File: src/design/tfaq_pkg.sv
`timescale 1ns / 1ps

package tfaq_pkg;

    localparam int QUEUE_DEPTH  = 256;
    localparam int HANDLE_BITS  = 12;
    localparam int Q_AW         = $clog2(QUEUE_DEPTH);
    localparam int FILL_W       = Q_AW + 1;
    localparam int ENTRY_W      = HANDLE_BITS + 1;
    localparam int PCMW_W       = 9;
    localparam int PCM_WAIT_MAX = (1 << PCMW_W) - 1;
    localparam int DROP_W       = 32;

    localparam logic KIND_SEND  = 1'b0;
    localparam logic KIND_READY = 1'b1;

    typedef enum logic [3:0] {
        ACT_SENT     = 4'd0,
        ACT_QUEUED   = 4'd1,
        ACT_PCM_DROP = 4'd2,
        ACT_FULL     = 4'd3,
        ACT_DISCARD  = 4'd4,
        ACT_REFUSED  = 4'd5,
        ACT_SENT_Q   = 4'd6,
        ACT_IDLE     = 4'd7,
        ACT_IGNORED  = 4'd8
    } t_action;

    typedef struct packed {
        logic                   kind;
        logic [HANDLE_BITS-1:0] frame_handle;
        logic                   is_pcm;
    } t_in_word;

    typedef struct packed {
        t_action                action;
        logic [HANDLE_BITS-1:0] send_handle;
        logic [FILL_W-1:0]      queued_count;
        logic [DROP_W-1:0]      pcm_drop_total;
    } t_out_word;

endpackage

File: src/design/tfaq_ram.sv
`timescale 1ns / 1ps

module tfaq_ram #(
    parameter int DEPTH = 256,
    parameter int WIDTH = 13
) (
    input  logic                     i_clk,
    input  logic                     i_wr_en,
    input  logic [$clog2(DEPTH)-1:0] i_wr_addr,
    input  logic [WIDTH-1:0]         i_wr_data,
    input  logic                     i_rd_en,
    input  logic [$clog2(DEPTH)-1:0] i_rd_addr,
    output logic [WIDTH-1:0]         o_rd_data
);

    logic [WIDTH-1:0] r_mem [DEPTH];
    logic [WIDTH-1:0] r_rd_data;

    // A read at the address being written returns the new data.
    always_ff @(posedge i_clk) begin
        if (i_wr_en) begin
            r_mem[i_wr_addr] <= i_wr_data;
        end
        if (i_rd_en) begin
            if (i_wr_en && (i_wr_addr == i_rd_addr)) begin
                r_rd_data <= i_wr_data;
            end else begin
                r_rd_data <= r_mem[i_rd_addr];
            end
        end
    end

    assign o_rd_data = r_rd_data;

endmodule

File: src/design/tx_frame_admission_queue_top.sv
`timescale 1ns / 1ps
// Channel   Direction  Handshake              Word
// input     in         i_in_valid/o_in_stall  t_in_word  (kind, frame_handle, is_pcm)
// output    out        o_out_valid/i_out_stall t_out_word (action, send_handle,
//                                             queued_count, pcm_drop_total)
// config    in         psel/penable/pwrite    discard_all at 0x0, link_down at 0x4
//
// One word is accepted per cycle unless o_in_stall is high; its result is registered when the word is processed.
// The queue RAM is read when a word enters the input register, so the head entry
// is ready when that word is processed; a write to the same entry is forwarded.
// Synchronous reset empties the queue and marks the link ready.
// An output stall holds the result register and then the input register.

module tx_frame_admission_queue_top
    import tfaq_pkg::*;
(
    input  logic              i_clk,
    input  logic              i_rst_n,
    input  logic              i_in_valid,
    output logic              o_in_stall,
    input  t_in_word          i_in_word,
    output logic              o_out_valid,
    input  logic              i_out_stall,
    output t_out_word         o_out_word,
    input  logic              psel,
    input  logic              penable,
    input  logic              pwrite,
    input  logic [2:0]        paddr,
    input  logic [31:0]       pwdata,
    output logic [31:0]       prdata,
    output logic              pready
);

    localparam logic REG_DISCARD_ALL = 1'b0;
    localparam logic REG_LINK_DOWN   = 1'b1;

    logic              r_discard_all;
    logic              r_link_down;
    logic              r_in_valid;
    t_in_word          r_in;
    logic              r_out_valid;
    t_out_word         r_out;
    logic              r_link_ready;
    logic [Q_AW-1:0]   r_head;
    logic [FILL_W-1:0] r_fill;
    logic [PCMW_W-1:0] r_pcm_wait;
    logic [DROP_W-1:0] r_drops;

    logic              n_link_ready;
    logic [Q_AW-1:0]   n_head;
    logic [FILL_W-1:0] n_fill;
    logic [PCMW_W-1:0] n_pcm_wait;
    logic [DROP_W-1:0] n_drops;

    logic              advance;
    logic              proc;
    logic              in_accept;
    logic              cfg_wr;
    logic              push;
    logic [Q_AW:0]     slot_sum;
    logic [Q_AW-1:0]   wr_addr;
    logic [Q_AW-1:0]   rd_addr;
    logic [ENTRY_W-1:0] rd_entry;
    t_out_word         res;

    assign advance    = !r_out_valid || !i_out_stall;
    assign proc       = r_in_valid && advance;
    assign o_in_stall = r_in_valid && !advance;
    assign in_accept  = i_in_valid && !o_in_stall;
    assign cfg_wr     = psel && penable && pwrite && pready;
    assign pready     = 1'b1;

    always_comb begin
        unique case (paddr[2])
            REG_DISCARD_ALL: prdata = {31'd0, r_discard_all};
            REG_LINK_DOWN:   prdata = {31'd0, r_link_down};
            default:         prdata = 32'd0;
        endcase
    end

    always_comb begin
        slot_sum = {1'b0, r_head} + r_fill;
        if (slot_sum >= (Q_AW+1)'(QUEUE_DEPTH)) begin
            slot_sum = slot_sum - (Q_AW+1)'(QUEUE_DEPTH);
        end
        wr_addr = slot_sum[Q_AW-1:0];
    end

    always_comb begin
        n_link_ready = r_link_ready;
        n_head       = r_head;
        n_fill       = r_fill;
        n_pcm_wait   = r_pcm_wait;
        n_drops      = r_drops;
        push         = 1'b0;
        res.action      = ACT_IGNORED;
        res.send_handle = '0;
        if (r_in.kind == KIND_SEND) begin
            if (r_link_down) begin
                res.action = ACT_REFUSED;
            end else if (r_discard_all) begin
                res.action = ACT_DISCARD;
            end else if (r_link_ready) begin
                n_link_ready    = 1'b0;
                res.send_handle = r_in.frame_handle;
                res.action      = ACT_SENT;
            end else if (r_in.is_pcm && (r_pcm_wait != '0)) begin
                n_drops    = r_drops + 1'b1;
                res.action = ACT_PCM_DROP;
            end else if (r_fill == FILL_W'(QUEUE_DEPTH)) begin
                res.action = ACT_FULL;
            end else begin
                push   = 1'b1;
                n_fill = r_fill + 1'b1;
                if (r_in.is_pcm && (r_pcm_wait != PCMW_W'(PCM_WAIT_MAX))) begin
                    n_pcm_wait = r_pcm_wait + 1'b1;
                end
                res.action = ACT_QUEUED;
            end
        end else begin
            if (r_link_down) begin
                res.action = ACT_IGNORED;
            end else if (r_fill == '0) begin
                n_link_ready = 1'b1;
                res.action   = ACT_IDLE;
            end else begin
                if (r_head == Q_AW'(QUEUE_DEPTH - 1)) begin
                    n_head = '0;
                end else begin
                    n_head = r_head + 1'b1;
                end
                n_fill       = r_fill - 1'b1;
                n_link_ready = 1'b0;
                if (rd_entry[0] && (r_pcm_wait != '0)) begin
                    n_pcm_wait = r_pcm_wait - 1'b1;
                end
                res.send_handle = rd_entry[ENTRY_W-1:1];
                res.action      = ACT_SENT_Q;
            end
        end
        res.queued_count   = n_fill;
        res.pcm_drop_total = n_drops;
    end

    assign rd_addr = proc ? n_head : r_head;

    tfaq_ram #(
        .DEPTH (QUEUE_DEPTH),
        .WIDTH (ENTRY_W)
    ) u_ram (
        .i_clk     (i_clk),
        .i_wr_en   (proc && push),
        .i_wr_addr (wr_addr),
        .i_wr_data ({r_in.frame_handle, r_in.is_pcm}),
        .i_rd_en   (in_accept),
        .i_rd_addr (rd_addr),
        .o_rd_data (rd_entry)
    );

    always_ff @(posedge i_clk) begin
        if (!i_rst_n) begin
            r_discard_all <= 1'b0;
            r_link_down   <= 1'b0;
            r_in_valid    <= 1'b0;
            r_out_valid   <= 1'b0;
            r_link_ready  <= 1'b1;
            r_head        <= '0;
            r_fill        <= '0;
            r_pcm_wait    <= '0;
            r_drops       <= '0;
        end else begin
            if (cfg_wr) begin
                unique case (paddr[2])
                    REG_DISCARD_ALL: r_discard_all <= pwdata[0];
                    REG_LINK_DOWN:   r_link_down   <= pwdata[0];
                    default:         r_link_down   <= r_link_down;
                endcase
            end
            if (!o_in_stall) begin
                r_in_valid <= i_in_valid;
            end
            if (advance) begin
                r_out_valid <= r_in_valid;
            end
            if (proc) begin
                r_link_ready <= n_link_ready;
                r_head       <= n_head;
                r_fill       <= n_fill;
                r_pcm_wait   <= n_pcm_wait;
                r_drops      <= n_drops;
            end
        end
    end

    always_ff @(posedge i_clk) begin
        if (in_accept) begin
            r_in <= i_in_word;
        end
        if (proc) begin
            r_out <= res;
        end
    end

    assign o_out_valid = r_out_valid;
    assign o_out_word  = r_out;

endmodule

File: config.mk
export PLATFORM = sky130hd
export DESIGN_NAME = tx_frame_admission_queue_top
export DESIGN_NICKNAME = d
export VERILOG_FILES = /design/src/design/tfaq_pkg.sv /design/src/design/tfaq_ram.sv /design/src/design/tx_frame_admission_queue_top.sv
export SDC_FILE = /design/constraint.sdc
export NUM_CORES = 2
export LEC_CHECK = 0
export ABC_AREA = 1
export BUFFER_PORTS_ARGS = -buffer_cell sky130_fd_sc_hd__clkbuf_2
export CORE_ASPECT_RATIO = 1.1
export CORE_MARGIN = 4
export CORE_UTILIZATION = 35
export DETAILED_ROUTE_END_ITERATION = 16
export SLEW_MARGIN = 20
export SYNTH_ARGS = -nofsm -noshare
export SYNTH_HDL_FRONTEND = slang
export SYNTH_SLANG_ARGS = --single-unit
File: constraint.sdc
create_clock -name i_clk -period 6.5 [get_ports i_clk]
set_clock_uncertainty 0.2 [all_clocks]
set_input_delay 0.975 -clock i_clk [delete_from_list [all_inputs] [get_ports i_clk]]
set_output_delay 0.975 -clock i_clk [all_outputs]
set_load 0.02 [all_outputs]
==> impl_results.md <==
* Vias in the first global route at just over 90k
* Share of cells above drive strength 1 at roughly 8.2%
* RSZ-0062 raised after global routing: false
* Die Width at 632 um
* Post-DP HPWL at ~240000 um
* Internal at 36.7 mW
* GRT Total Usage at 18.8%
* Post-Layout Cell Count at 19.4k
* Filler cell count at between 40k and 50k
* Die Footprint at 439000 sq um
* Total grt overflow at 0
* Drt wl/cell at around 22 um
* GPL Wtd Cong at between 0.8 and 0.9
* Clk_lat worst skew at between 0.9 and 1 ns
* Leakage power at roughly 62 nW
* CTS Hold Bufs at 13
* Reg power frac at roughly half
* Clock slew seen by the registers of the worst setup and hold paths at 0.06 ns
* Setup TNS at 0 ns
* Initial antenna violation count at 11
* Crit Reg-Reg Startpoint: r_fill[1]
* Aggregate routed wire length at roughly 430000 um
* CTS Sinks at 3475
* Startpoint Class: flop
* Post-CTS sizing at 0
* Seq cells post-synth at 3475
* F_max at 188 MHz
* Asr flop ratio synth at 0%
* CP Capture Type: flop
* Hold crit path type: primary input to flop
* Final setup vio count at 0
* EDFF count, synth at 3412
* Cts bufs inserted at around 360
* Fin. Hold Viols at 0
* Switching power total at 12.0 mW
* Starting Density at 35.2%
* Cell Rows at 251
* Run status: finished, final reports clean
* Yosys cell types at 49
* Final ANT Viol Nets at 0
* First-pass GRT wire length at roughly 630000 um
* Htree depth at 5
* Syn Area/Cell at roughly 11 sq um
* Post-CTS Setup Bufs at 0
* Drt first-iter violations at 11.0k
* Ports at 148
* Design Power at 48.7 mW
* Rel. slew slack at between 20% and 30%
* Synthesized netlist cell count at 13.4k
* Core region area at 426000 sq um
* Final slew viol count at 0
* P&R area growth vs syn at 12.9%
* PortBufs at 82
* CTS root buf: clkbuf_16
* Die Ht at 694 um
* DR vias/cell at 5.14
* Worst setup startpoint: r_fill[1]
* Comb pwr share at under 10%
* Worst-path fanout max at 160
* First-pass DRT Iterations at 8
* Main synth FF type: edfxtp_1
* Max Buffers Root-to-Sink at 4
* Critical path type: flop to flop
* CP required at 7.13 ns
* Final period util at ~82%
* Power per cell area at 288 nW/um^2
* Min Tclk post-route at 5.32 ns
* Yosys synthesis warning count at 0
* Largest net degree at the start of global routing at approximately 180
* Min-delay src: i_in_word[7]
* Max rail drop VDD at 0.220 mV
* Count leader, synth: edfxtp_1
* Drt drc at 0
* Top post-synthesis cells by area: edfxtp_1, nand3_1, nand2_1
* Commonest cells post-synth: edfxtp_1, nand2_1, nand3_1
* Post-Syn Area at 150000 sq um
* DR vias at 99.9k
* Post-synthesis sequential area ratio at 69.2%
* Placed insts at 18.8k
* Post-synth top area cell: edfxtp_1
* Worst slew pin tran at 1.12 ns
* Max_cap viols at 0
* Final #Nets at 13.5k
* Post-synth top area share at around 70%
* Net Sw Frac at 24.6%
* Clk network pwr share at roughly 41%
* Critical path data arrival time at 5.95 ns
* CTS tree: done
cell families (layout without fill, tap and decap cells):
| kind of cell | count (synthesis) | after routing | synth area share (%) |
|---|---|---|---|
| compound gates | 554 | 554 | 2.17 |
| xor+xnor | 52 | 52 | 0.304 |
| fa+ha+maj | 21 | 21 | 0.185 |
| buf+inv | 2250 | 2578 | 6.27 |
| flops | 3475 | 3475 | 69.2 |
| other cells | 2 | 37 | 0.00501 |
| simple gates | 7037 | 7037 | 21.9 |
metrics by stage:
step / hold WS [ns] / util (%) / worst slack [ns] / area [sq um]
after global routing: 0.0138 / 39.7 / 0.978 / 169000
after CTS: 0.00723 / 39.7 / 1.20 / 169000
after floorplan: 0.256 / - / 0.963 / 150000
final: 0.0563 / 39.7 / 1.18 / 169000
after global placement: 0.284 / 37.1 / 0.845 / 158000
after detailed placement: 0.294 / 37.1 / 0.909 / 158000
path summary, 6_finish.rpt:
check                           cells past startpoint  slack, ns                  end
worst min-delay path                                1       0.06              r_in[7]
worst max register to register                     22       1.18  u_ram.o_rd_data[10]
worst max-delay path                               22       1.18  u_ram.o_rd_data[10]
worst min register to register                      1       0.30        r_pcm_wait[0]
flip-flops by register name, summed over array words and instances, names as in the netlist, 8 cells and up:
signal,cells
o_out_word,57
r_drops,32
r_fill,9
r_head,8
r_in,14
r_pcm_wait,9
u_ram.o_rd_data,13
u_ram.r_mem,3328
critical path, stage by stage (launching register included):
cell     delay (ns)
dfxtp_1        0.48
inv_1          0.16
ha_1           0.21
inv_1          0.06
nor2_2         0.05
nand3_4        0.23
nand2_4        0.15
nand2_8        0.22
nand2_8        0.34
inv_16         0.56
buf_4          0.49
nand2_1        0.08
nand2_1        0.07
nand2_1        0.07
nand3_1        0.10
nand3_1        0.15
nand3_1        0.20
nand3_1        0.35
nand3_1        0.39
nand3_1        0.11
nand2_1        0.09
nand2_1        0.06
nand2_1        0.06
power by group through the flow:
stage	Clock (mW)	Combinational (mW)	Sequential, mW
2_1_floorplan	0	2.47	25.5
3_3_place_gp	0	4.12	25.2
3_5_place_dp	0	4.16	25.2
4_1_cts	20.0	4.18	24.8
5_1_grt	20.9	4.56	24.7
6_report	19.7	4.19	24.8
per-layer routing:
layer	vias to the layer above	share of wire (%)	GRT usage, %
met5	-	0.0030	0
met4	2	4.1	7.41
met3	763	8.0	3.10
met2	4042	47	30.7
met1	48800	41	25.2
li1	46200	-	-
cell usage in the layout (no fill, tap or decap), types with 8 or more instances in the layout:
master / count
conb_1: 32
o21ai_1: 58
nand3b_1: 757
ha_1: 19
inv_6: 9
clkinv_1: 71
nand2_2: 19
nor2_1: 311
dlygate4sd3_1: 13
bufinv_16: 14
clkinv_2: 59
o21ai_0: 247
nand3_1: 2642
dfxtp_1: 63
o211ai_1: 169
clkinvlp_4: 8
clkbuf_16: 363
nor2_2: 19
inv_1: 1329
clkinv_8: 10
nor3_1: 21
edfxtp_1: 3412
nor4_1: 11
nand4_1: 13
or2_0: 10
xor2_1: 47
a21oi_1: 62
buf_4: 420
inv_2: 11
clkbuf_2: 82
buf_12: 69
nand2_1: 3210
clkbuf_1: 97
area by class of cell:
cell class | instances | area (sq um) | area share, %
inverters | 1345 | 5080 | 3.00
repair buffers | 586 | 5130 | 3.03
clock inverters | 182 | 1550 | 0.916
diodes | 5 | 12.5 | 0.00740
well taps | 5692 | 7120 | 4.21
multi-input cells | 7696 | 37100 | 21.9
flip-flops and latches | 3475 | 104000 | 61.3
clock buffers | 465 | 9520 | 5.62
No activity file was read; power rests on OpenSTA's default activity.
